### src/hdl/sliding_dft_tone_detector_defines.svh
// Assertion helpers for the sliding DFT tone detector.
`ifndef SLIDING_DFT_TONE_DETECTOR_DEFINES_SVH
`define SLIDING_DFT_TONE_DETECTOR_DEFINES_SVH
`ifndef SYNTH
`define SDTD_ASSERT(label, prop) \
  label: assert property (@(posedge clk) disable iff (rst) prop) \
    else $error("sdtd assertion failed");
`define SDTD_NEVER(label, cond) `SDTD_ASSERT(label, !(cond))
`else
`define SDTD_ASSERT(label, prop)
`define SDTD_NEVER(label, cond)
`endif
`endif

### src/hdl/sdtd_pkg.sv
package sdtd_pkg;

  localparam int SAMPLE_W   = 16;
  localparam int BIN_W      = 32;
  localparam int MAG_W      = 24;
  localparam int SEL_W      = 5;
  localparam int CFG_W      = 24;
  localparam int SQRT_STEPS = 24;
  localparam int FRAC_SHIFT = 14;

  localparam logic [SEL_W-1:0] SEL_RESET = 5'd10;
  localparam logic [MAG_W-1:0] THR_RESET = 24'd25600;

  localparam logic REG_SEL = 1'b0;
  localparam logic REG_THR = 1'b1;

  typedef struct packed {
    logic clr_run;
    logic smp_load;
    logic bin_run;
    logic mag_read;
    logic sq_re;
    logic sq_im;
    logic sqrt_start;
    logic sqrt_step;
    logic emit;
  } cmd_t;

  typedef struct packed {
    logic clr_done;
    logic bins_done;
    logic sqrt_done;
    logic out_free;
  } sts_t;

endpackage

### src/hdl/sdtd_ctrl.sv
module sdtd_ctrl (
  input  logic          clk,
  input  logic          rst,
  input  logic          in_valid,
  input  logic          in_last,
  output logic          in_ready,
  input  sdtd_pkg::sts_t sts,
  output sdtd_pkg::cmd_t cmd
);

  localparam logic [3:0] ST_CLR  = 4'd0;
  localparam logic [3:0] ST_IDLE = 4'd1;
  localparam logic [3:0] ST_BINS = 4'd2;
  localparam logic [3:0] ST_MRD  = 4'd3;
  localparam logic [3:0] ST_MSQR = 4'd4;
  localparam logic [3:0] ST_MSQI = 4'd5;
  localparam logic [3:0] ST_MSQS = 4'd6;
  localparam logic [3:0] ST_SQRT = 4'd7;
  localparam logic [3:0] ST_FIN  = 4'd8;

  logic [3:0] state;
  logic [3:0] state_next;
  logic       last_q;

  assign in_ready = (state == ST_IDLE);

  always_comb begin
    cmd        = '0;
    state_next = state;
    case (state)
      ST_CLR: begin
        cmd.clr_run = 1'b1;
        if (sts.clr_done) state_next = ST_IDLE;
      end
      ST_IDLE: begin
        if (in_valid) begin
          cmd.smp_load = 1'b1;
          state_next   = ST_BINS;
        end
      end
      ST_BINS: begin
        cmd.bin_run = 1'b1;
        if (sts.bins_done) state_next = last_q ? ST_MRD : ST_IDLE;
      end
      ST_MRD: begin
        cmd.mag_read = 1'b1;
        state_next   = ST_MSQR;
      end
      ST_MSQR: begin
        cmd.sq_re  = 1'b1;
        state_next = ST_MSQI;
      end
      ST_MSQI: begin
        cmd.sq_im  = 1'b1;
        state_next = ST_MSQS;
      end
      ST_MSQS: begin
        cmd.sqrt_start = 1'b1;
        state_next     = ST_SQRT;
      end
      ST_SQRT: begin
        if (sts.sqrt_done) state_next = ST_FIN;
        else cmd.sqrt_step = 1'b1;
      end
      ST_FIN: begin
        if (sts.out_free) begin
          cmd.emit   = 1'b1;
          state_next = ST_IDLE;
        end
      end
      default: state_next = ST_CLR;
    endcase
  end

  always_ff @(posedge clk) begin
    if (rst) begin
      state  <= ST_CLR;
      last_q <= 1'b0;
    end else begin
      state <= state_next;
      if (cmd.smp_load) last_q <= in_last;
    end
  end

`include "sliding_dft_tone_detector_defines.svh"
  `SDTD_ASSERT(a_emit_only_last, cmd.emit |-> last_q)
  `SDTD_ASSERT(a_load_then_bins, cmd.smp_load |=> (state == ST_BINS))
  `SDTD_ASSERT(a_sqrt_then_fin, (state == ST_SQRT) && sts.sqrt_done |=> (state == ST_FIN))
  `SDTD_NEVER(a_no_step_when_done, cmd.sqrt_step && sts.sqrt_done)

endmodule

### config.mk
export PLATFORM = sky130hd
export DESIGN_NAME = sdtd_ctrl
export DESIGN_NICKNAME = d
export VERILOG_FILES = /design/src/hdl/sdtd_pkg.sv /design/src/hdl/sdtd_ctrl.sv
export VERILOG_INCLUDE_DIRS = /design/src /design/src/hdl
export SDC_FILE = /design/constraint.sdc
export NUM_CORES = 1
export LEC_CHECK = 0
export BUFFER_PORTS_ARGS = -buffer_cell sky130_fd_sc_hd__buf_2
export CELL_PAD_IN_SITES_DETAIL_PLACEMENT = 0
export CELL_PAD_IN_SITES_GLOBAL_PLACEMENT = 1
export CORE_MARGIN = 3
export CORE_UTILIZATION = 33
export DETAILED_ROUTE_END_ITERATION = 6
export PLACE_DENSITY = 0.85
export SLEW_MARGIN = 20
export SYNTH_ARGS = -nofsm -noshare
export SYNTH_HDL_FRONTEND = slang
export SYNTH_SLANG_ARGS = --single-unit
### constraint.sdc
create_clock -name clk -period 2 [get_ports clk]
set_input_delay 0 -clock clk [delete_from_list [all_inputs] [get_ports clk]]
set_output_delay 0 -clock clk [all_outputs]
set_load 0.01 [all_outputs]
* Yosys cells after proc, flatten, opt, wreduce, memory -nomap -nowiden *
Cells that the tools add are included.
Widths: inputs -> output; s select.

cells by class
  eq/ne operators = 13
  multiplexer cells = 19
  reductions and logical operators = 2

operator list
  operator            count
  $pmux 4 s9          1
  $mux 4              5
  $eq 4x3->1 const B  4
  $mux 1              12
  $ne 2x2->1 const B  5
  $eq 4x2->1 const B  2
  $reduce_and 5->1    1
  $eq 4x1->1 const B  1
  $eq 4x4->1 const B  1
  $logic_not 4->1     1
  $mux 2              1

word-level totals
  register bits after elaboration = 5
  input port bits = 8
  output and inout bits = 10
  word-level logic and storage cells = 36

* Depth between registers and ports, before layout *
Gate-level depths: netlist of run 1.

  depth in word-level cells = 3
  gate-level depth with buffers = 5
  gate-level depth less buffers = 3

* Least setup slack after synthesis of run 1 *
No wires, ideal clock.

  path kind = flip-flop to flip-flop
  from = reg state[1]
  to = reg state[0]
  data arrival time = 1.063 ns
  setup slack = 0.864 ns
  stages on the path, launching flop included = 4
  buffers on the path = 0
  period minus slack after synthesis = 1.136 ns
  cell sequence = dfxtp_1 or4b_1 o221a_2 o22ai_2

between the ends
  word-level cells in the longest chain between the ends = 3
  elaborated cells between the ends (all ways) = 16
  classes of those cells = eq/ne: 13; mux: 1; reduce/logical: 2

RTL lines
  element                             RTL line         source
  from (decl)                         sdtd_ctrl.sv:21  logic [3:0] state;
  from (signal assigned)              sdtd_ctrl.sv:80  state <= state_next;
  $eq 4x2->1 (tied with other cells)  sdtd_ctrl.sv:30  case (state)
  $ne 2x2->1 (no line)                --
  $reduce_and 5->1 (no line)          --

Several ways; a longest one is shown, not always the timed one.
A chain may end at the register's enable or synchronous reset.

==> results.py, run 1 <==
metrics = {
    "setup_path": {
        "worstPathCellList": "nor2b_1 -> and3_1 -> buf_2",
        "critPathRequiredTime_ns": 2.00,
        "cp.depth": 3,
        "path_class": "reg2out",
        "cp-start-kind": "register",
        "crit_family": "flip-flops",
        "arrival_ns": 1.48,
        "max_stage_delay_ns": 0.66,
        "r2r_cells": 3,
        "crit_slowest_cell": "dfxtp_1",
        "cp_max_fo": 18,
        "critPathCaptureType": "output pin",
        "path_buf_inv": 1,
    },
    "pwr": {
        "power_density_nw_per_um2": 598,
        "leakage_nw": 0.250,
        "vdd_drop_max_mv": 0.368,
    },
    "clocking": {
        "clk_path_buf_depth": 2,
        "cts_hold_repair.buffers": 1,
        "clock_latency_ns": 0.25,
        "clkSinkCount": 5,
        "cts_resized": 0,
        "path_clk_slew_ns": 0.05,
        "ctsHtreeMaxLevel": 1,
        "numCtsBuffers": 3,
        "root_buffer": "clkbuf_4",
        "cts_tree": "done",
        "post_cts_buffers": 0,
    },
    "placement": {
        "dp_cells": 83,
        "place_ws_ns": 0.573,
        "hpwl_um": 740,
        "place_congestion": 0.845,
        "port_buffers": 17,
    },
    "floorplanning": {
        "rows": 12,
        "die_x_um": 42.2,
        "fp.dieH_um": 42.2,
        "start_util_pct": 37.0,
        "core_um2": 1170,
        "dieArea_um2": 1780,
        "io_pins": 18,
    },
    "timing": {
        "hold_viol": 0,
        "fin_ws_ns": 0.523,
        "maxSlewViolCount": 0,
        "tns_ns": 0,
        "fin_crit_ns": 1.48,
        "setup_viol": 0,
        "min_period_over_period_pct": 73.8,
        "slew_headroom_pct": 63.9,
        "grt_setup_unrepaired": "no",
        "tightest_slew_ns": 0.540,
        "skew_ns": 0.00126,
        "whs_ns": 0.0183,
        "fmaxAchievable_mhz": 677,
    },
    "grt": {
        "grt-ovfl-total": 0,
        "grt_pass1_wl_mm": 1.78,
        "grt_start_max_net_pins": 19,
        "first_global_vias": 403,
        "antenna_found_initial": 0,
        "grt_usage_pct": 12.6,
    },
    "synthesis": {
        "yosysWarnings": 0,
        "synth_top_cell_area_share_pct": 23.1,
        "ys_seq_elements": 5,
        "synth_top_area_cell": "dfxtp_1",
        "synth-edff-count": 0,
        "synthesis.nets": 65,
        "syn-cell-area_um2": 433,
        "syn-mean-instance-area_um2": 7.60,
        "synth.distinct_cells": 30,
        "synth-seq-area-share_pct": 23.1,
        "async_flop_share_pct": 0,
        "syn_inst": 57,
        "synth_flop_cell": "dfxtp_1",
        "netlist_top_cells_area": "dfxtp_1 23%, nor3_1 6.9%, nand2b_1 5.8%",
    },
    "drt": {
        "vias_per_cell": 5.40,
        "dr.pass1.iters": 4,
        "drc_errors": 0,
        "drtIter0Drc": 18,
        "via_count": 475,
        "wirelength_mm": 1.05,
        "ant_nets": 0,
        "wire_per_inst_um": 12.0,
    },
    "layout": {
        "area_growth_pct": 25.7,
        "nets": 83,
        "diodes": 0,
        "final_layout_size_suffix_gt1_share_pct": 33.8,
        "fin_cells": 88,
        "num-fill-cells": 124,
        "fin_util_pct": 46.5,
    },
    "run": {
        "cap_violations": 0,
    },
    "worst_hold_path": {
        "min-delay-path-class": "in2reg",
        "holdPathStages": 3,
    },
    "outcome": {
        "outcome": "finished clean",
    },
}
[worst reg2reg max path, delay by kind of cell (launching register included)]
family | cells | cell delay (ns)
flops | 1 | 0.66
simple gates | 1 | 0.48
compound gates | 2 | 0.24
[area by class of cell]
cell class | instances | area [um2] | area share, %
flip-flops and latches | 5 | 100 | 18.4
repair buffers | 18 | 95.1 | 17.5
well taps | 14 | 17.5 | 3.22
clock buffers | 4 | 26.3 | 4.83
inverters | 3 | 11.3 | 2.07
multi-input cells | 44 | 294 | 54.0
[cell usage in the layout (no fill, tap or decap)]
cell type	count
o211ai_1	1
or4b_1	1
nor4_1	1
o32ai_1	1
and2_1	1
o2bb2ai_1	1
or2_1	1
and2b_1	1
and4_1	1
dlygate4sd3_1	1
buf_2	17
or2_2	1
nor4b_2	1
nor2b_1	2
a41oi_1	1
o221a_2	1
clkbuf_4	3
a21oi_1	4
and3b_1	1
a2bb2oi_1	1
and3_1	3
dfxtp_1	5
nand4b_1	1
clkbuf_1	1
nor2_1	4
o22ai_2	1
nand2_1	2
nor3_1	6
nand2b_1	4
nand4_1	1
inv_1	3
a31o_2	1
[cells by family (layout without fill, tap and decap cells)]
kind of cell           after synthesis  in the layout  synth area share, %
AND/OR/NAND/NOR                     32             32                 46.0
flip-flops                           5              5                 23.1
buffers and inverters                8             25                 8.96
AO/OA/AOI/OAI                       12             12                 22.0
[cells in the mapped netlist (2+ instances only)]
library cell  number
and3_1             3
nand2_1            2
buf_2              4
a21oi_1            4
nor3_1             6
inv_1              3
nor2_1             4
dfxtp_1            5
nor2b_1            2
nand2b_1           4
[power breakdown]
part           internal, W  total [W]  switching (W)
Clock            0.0000761   0.000127      0.0000511
Combinational    0.0000393  0.0000745      0.0000353
Sequential        0.000105   0.000124      0.0000187
[per-stage QoR]
step / total power [W] / area, um2
after floorplan: 0.000176 / 433
after global placement: 0.000198 / 508
after detailed placement: 0.000199 / 508
after CTS: 0.000324 / 544
after global routing: 0.000343 / 544
final: 0.000326 / 544
[state kept, by name (all words and copies together), names as in the netlist]
register	flops
state	4
last_q	1
[path summary, 6_finish.rpt]
path / to / from / slack (ns)
setup reg to reg: state[0] / state[0] / 0.56
hold / removal: last_q / in_last / 0.02
hold reg to reg: last_q / last_q / 0.53
setup / recovery: cmd[7] / state[0] / 0.52
[per-layer routing]
metal / routed length, um / vias to the layer above / global-route usage [%] / part of all wire, %
li1: - / 242 / - / -
met1: 464 / 220 / 16.6 / 44
met2: 541 / 11 / 18.5 / 51
met3: 38 / 2 / 2.58 / 3.6
met4: 8 / 0 / 7.45 / 0.76
met5: 0 / - / 0 / 0
Power figures use the tool's default switching activity.
==> run 2, diff against run 1 <==
--- a/config.mk
+++ b/config.mk
@@ -10,9 +10,9 @@
 export CELL_PAD_IN_SITES_DETAIL_PLACEMENT = 0
 export CELL_PAD_IN_SITES_GLOBAL_PLACEMENT = 1
 export CORE_MARGIN = 3
-export CORE_UTILIZATION = 33
+export CORE_UTILIZATION = 30
 export DETAILED_ROUTE_END_ITERATION = 6
-export PLACE_DENSITY = 0.85
+export PLACE_DENSITY = 0.79
 export SLEW_MARGIN = 20
 export SYNTH_ARGS = -nofsm -noshare
 export SYNTH_HDL_FRONTEND = slang
==> constraint.sdc (replaced) <==
create_clock -name clk -period 1.5 [get_ports clk]
set_input_delay 0 -clock clk [delete_from_list [all_inputs] [get_ports clk]]
set_output_delay 0 -clock clk [all_outputs]
set_load 0.01 [all_outputs]
==> run 2 against run 1 <==
  * Routed wire length grew 0.86%
  * Via count shrank 1.1%
  * Combinational power grew 54%
  * Core utilization shrank 3.7 points
  * Die area grew 8.5%
  * Largest cell class unchanged
==> results.py, run 2 (synthesis gave the netlist of run 1 again) <==
metrics = {
    "layout": {
        "diodes": 0,
        "largest_register": "state",
        "fin_cells": 91,
        "multi_input_area_um2": 303,
        "num-fill-cells": 145,
        "layout_common_cells": "17 x buf_2, 6 x nor3_1",
        "area_growth_pct": 31.8,
        "reg_top3": "state x4, last_q x1",
        "final_cell_area_um2": 571,
        "seqCellArea_um2": 101,
        "largest_reg_flops": 4,
        "layout_commonest_cell": "buf_2",
        "nets": 85,
        "final_layout_size_suffix_gt1_share_pct": 36.8,
    },
    "drt": {
        "dr.pass1.iters": 4,
        "wire_per_inst_um": 11.7,
        "drc_errors": 0,
        "via_count": 470,
        "wirelength_mm": 1.06,
        "drtIter0Drc": 7,
        "ant_nets": 0,
        "vias_per_cell": 5.16,
    },
    "run": {
        "cap_violations": 0,
    },
    "pwr": {
        "vdd_drop_max_mv": 0.340,
        "leakage_nw": 0.261,
        "power_density_nw_per_um2": 772,
    },
    "placement": {
        "postPlaceCellArea_um2": 524,
        "hpwl_um": 792,
        "place_congestion": 0.799,
        "port_buffers": 17,
        "place_ws_ns": 0.207,
        "dp_cells": 86,
    },
    "worst_hold_path": {
        "min-delay-path-class": "in2reg",
    },
    "clocking": {
        "numCtsBuffers": 3,
        "clock_latency_ns": 0.25,
        "clk_path_buf_depth": 2,
        "root_buffer": "clkbuf_4",
        "cts_tree": "done",
        "ctsHtreeMaxLevel": 1,
        "clkSinkCount": 5,
        "path_clk_slew_ns": 0.04,
    },
    "grt": {
        "antenna_found_initial": 0,
        "grt_start_max_net_pins": 17,
        "first_global_vias": 398,
        "grt_usage_pct": 12.9,
        "grt_pass1_wl_mm": 1.72,
        "grt-ovfl-total": 0,
    },
    "timing": {
        "hold_viol": 0,
        "setup_viol": 0,
        "min_period_over_period_pct": 91.2,
        "slew_headroom_pct": 67.8,
        "tightest_slew_ns": 0.482,
        "skew_ns": 0.00200,
        "maxSlewViolCount": 0,
        "tns_ns": 0,
        "fin_crit_ns": 1.37,
        "grt_setup_unrepaired": "no",
        "fin_ws_ns": 0.132,
        "fmaxAchievable_mhz": 731,
    },
    "floorplanning": {
        "die_x_um": 44.0,
        "fp.dieH_um": 44.0,
        "start_util_pct": 32.5,
        "rows": 13,
        "dieArea_um2": 1930,
        "core_um2": 1330,
        "io_pins": 18,
    },
    "setup_path": {
        "cp-start-kind": "register",
        "arrival_ns": 1.37,
        "path_class": "reg2out",
        "critPathRequiredTime_ns": 1.50,
        "cp_max_fo": 15,
        "critPathCaptureType": "output pin",
    },
    "outcome": {
        "outcome": "finished clean",
    },
}
==> run 2: cell types whose count changed in the layout (fill, tap and decap cells not counted) <==
cell and change:
nor4b_4 +1, dfxtp_2 +1, nor4b_2 -1, buf_4 +2, dfxtp_1 -1
==> run 2: power by group <==
group | switching, W | leakage [nW] | internal (W)
clock network | 0.0000628 | 0.0150 | 0.000101
registers | 0.0000198 | 0.0411 | 0.000141
logic | 0.0000556 | 0.205 | 0.0000598
==> run 2: what timing repair did <==
item                                   CTS  global route
setup buffers                            0             0
endpoints found under the hold margin    1             0
setup endpoints to repair                0             1
resized for setup                        0             2
hold buffers                             1             0
==> run 2: cell type report <==
type,instances,area share [%]
Timing Repair Buffer,20,19.3
Tap cell,15,3.29
Multi-Input combinational cell,44,53.1
Clock buffer,4,4.61
Inverter,3,1.97
Sequential cell,5,17.8
==> run 2: worst max-delay path, stage by stage, from the launching register on <==
cell and delay (ns):
dfxtp_1 0.61, nor2_1 0.17, and3_1 0.20, buf_2 0.13
==> run 2: worst paths after layout <==
path         startpoint       end  slack, ns  cells after the start
max            state[2]    cmd[7]       0.13                      3
min             in_last    last_q       0.01                      3
max reg2reg    state[2]  state[1]       0.19                      3
min reg2reg      last_q    last_q       0.54                      3
==> run 2: routing by layer <==
metal,wire length (um),global-route usage [%]
met1,479,15.6
met2,497,16.6
met3,57,6.22
met4,27,10.8
met5,0,0
==> run 2: per-stage QoR <==
| step | hold WS, ns | total power, W | utilization (%) |
|---|---|---|---|
| after floorplan | 0.0475 | 0.000235 | - |
| after global placement | 0.257 | 0.000275 | 39.3 |
| after detailed placement | 0.250 | 0.000274 | 39.3 |
| after CTS | 0.00466 | 0.000450 | 42.0 |
| after global routing | 0.0299 | 0.000474 | 42.8 |
| final | 0.0134 | 0.000440 | 42.8 |
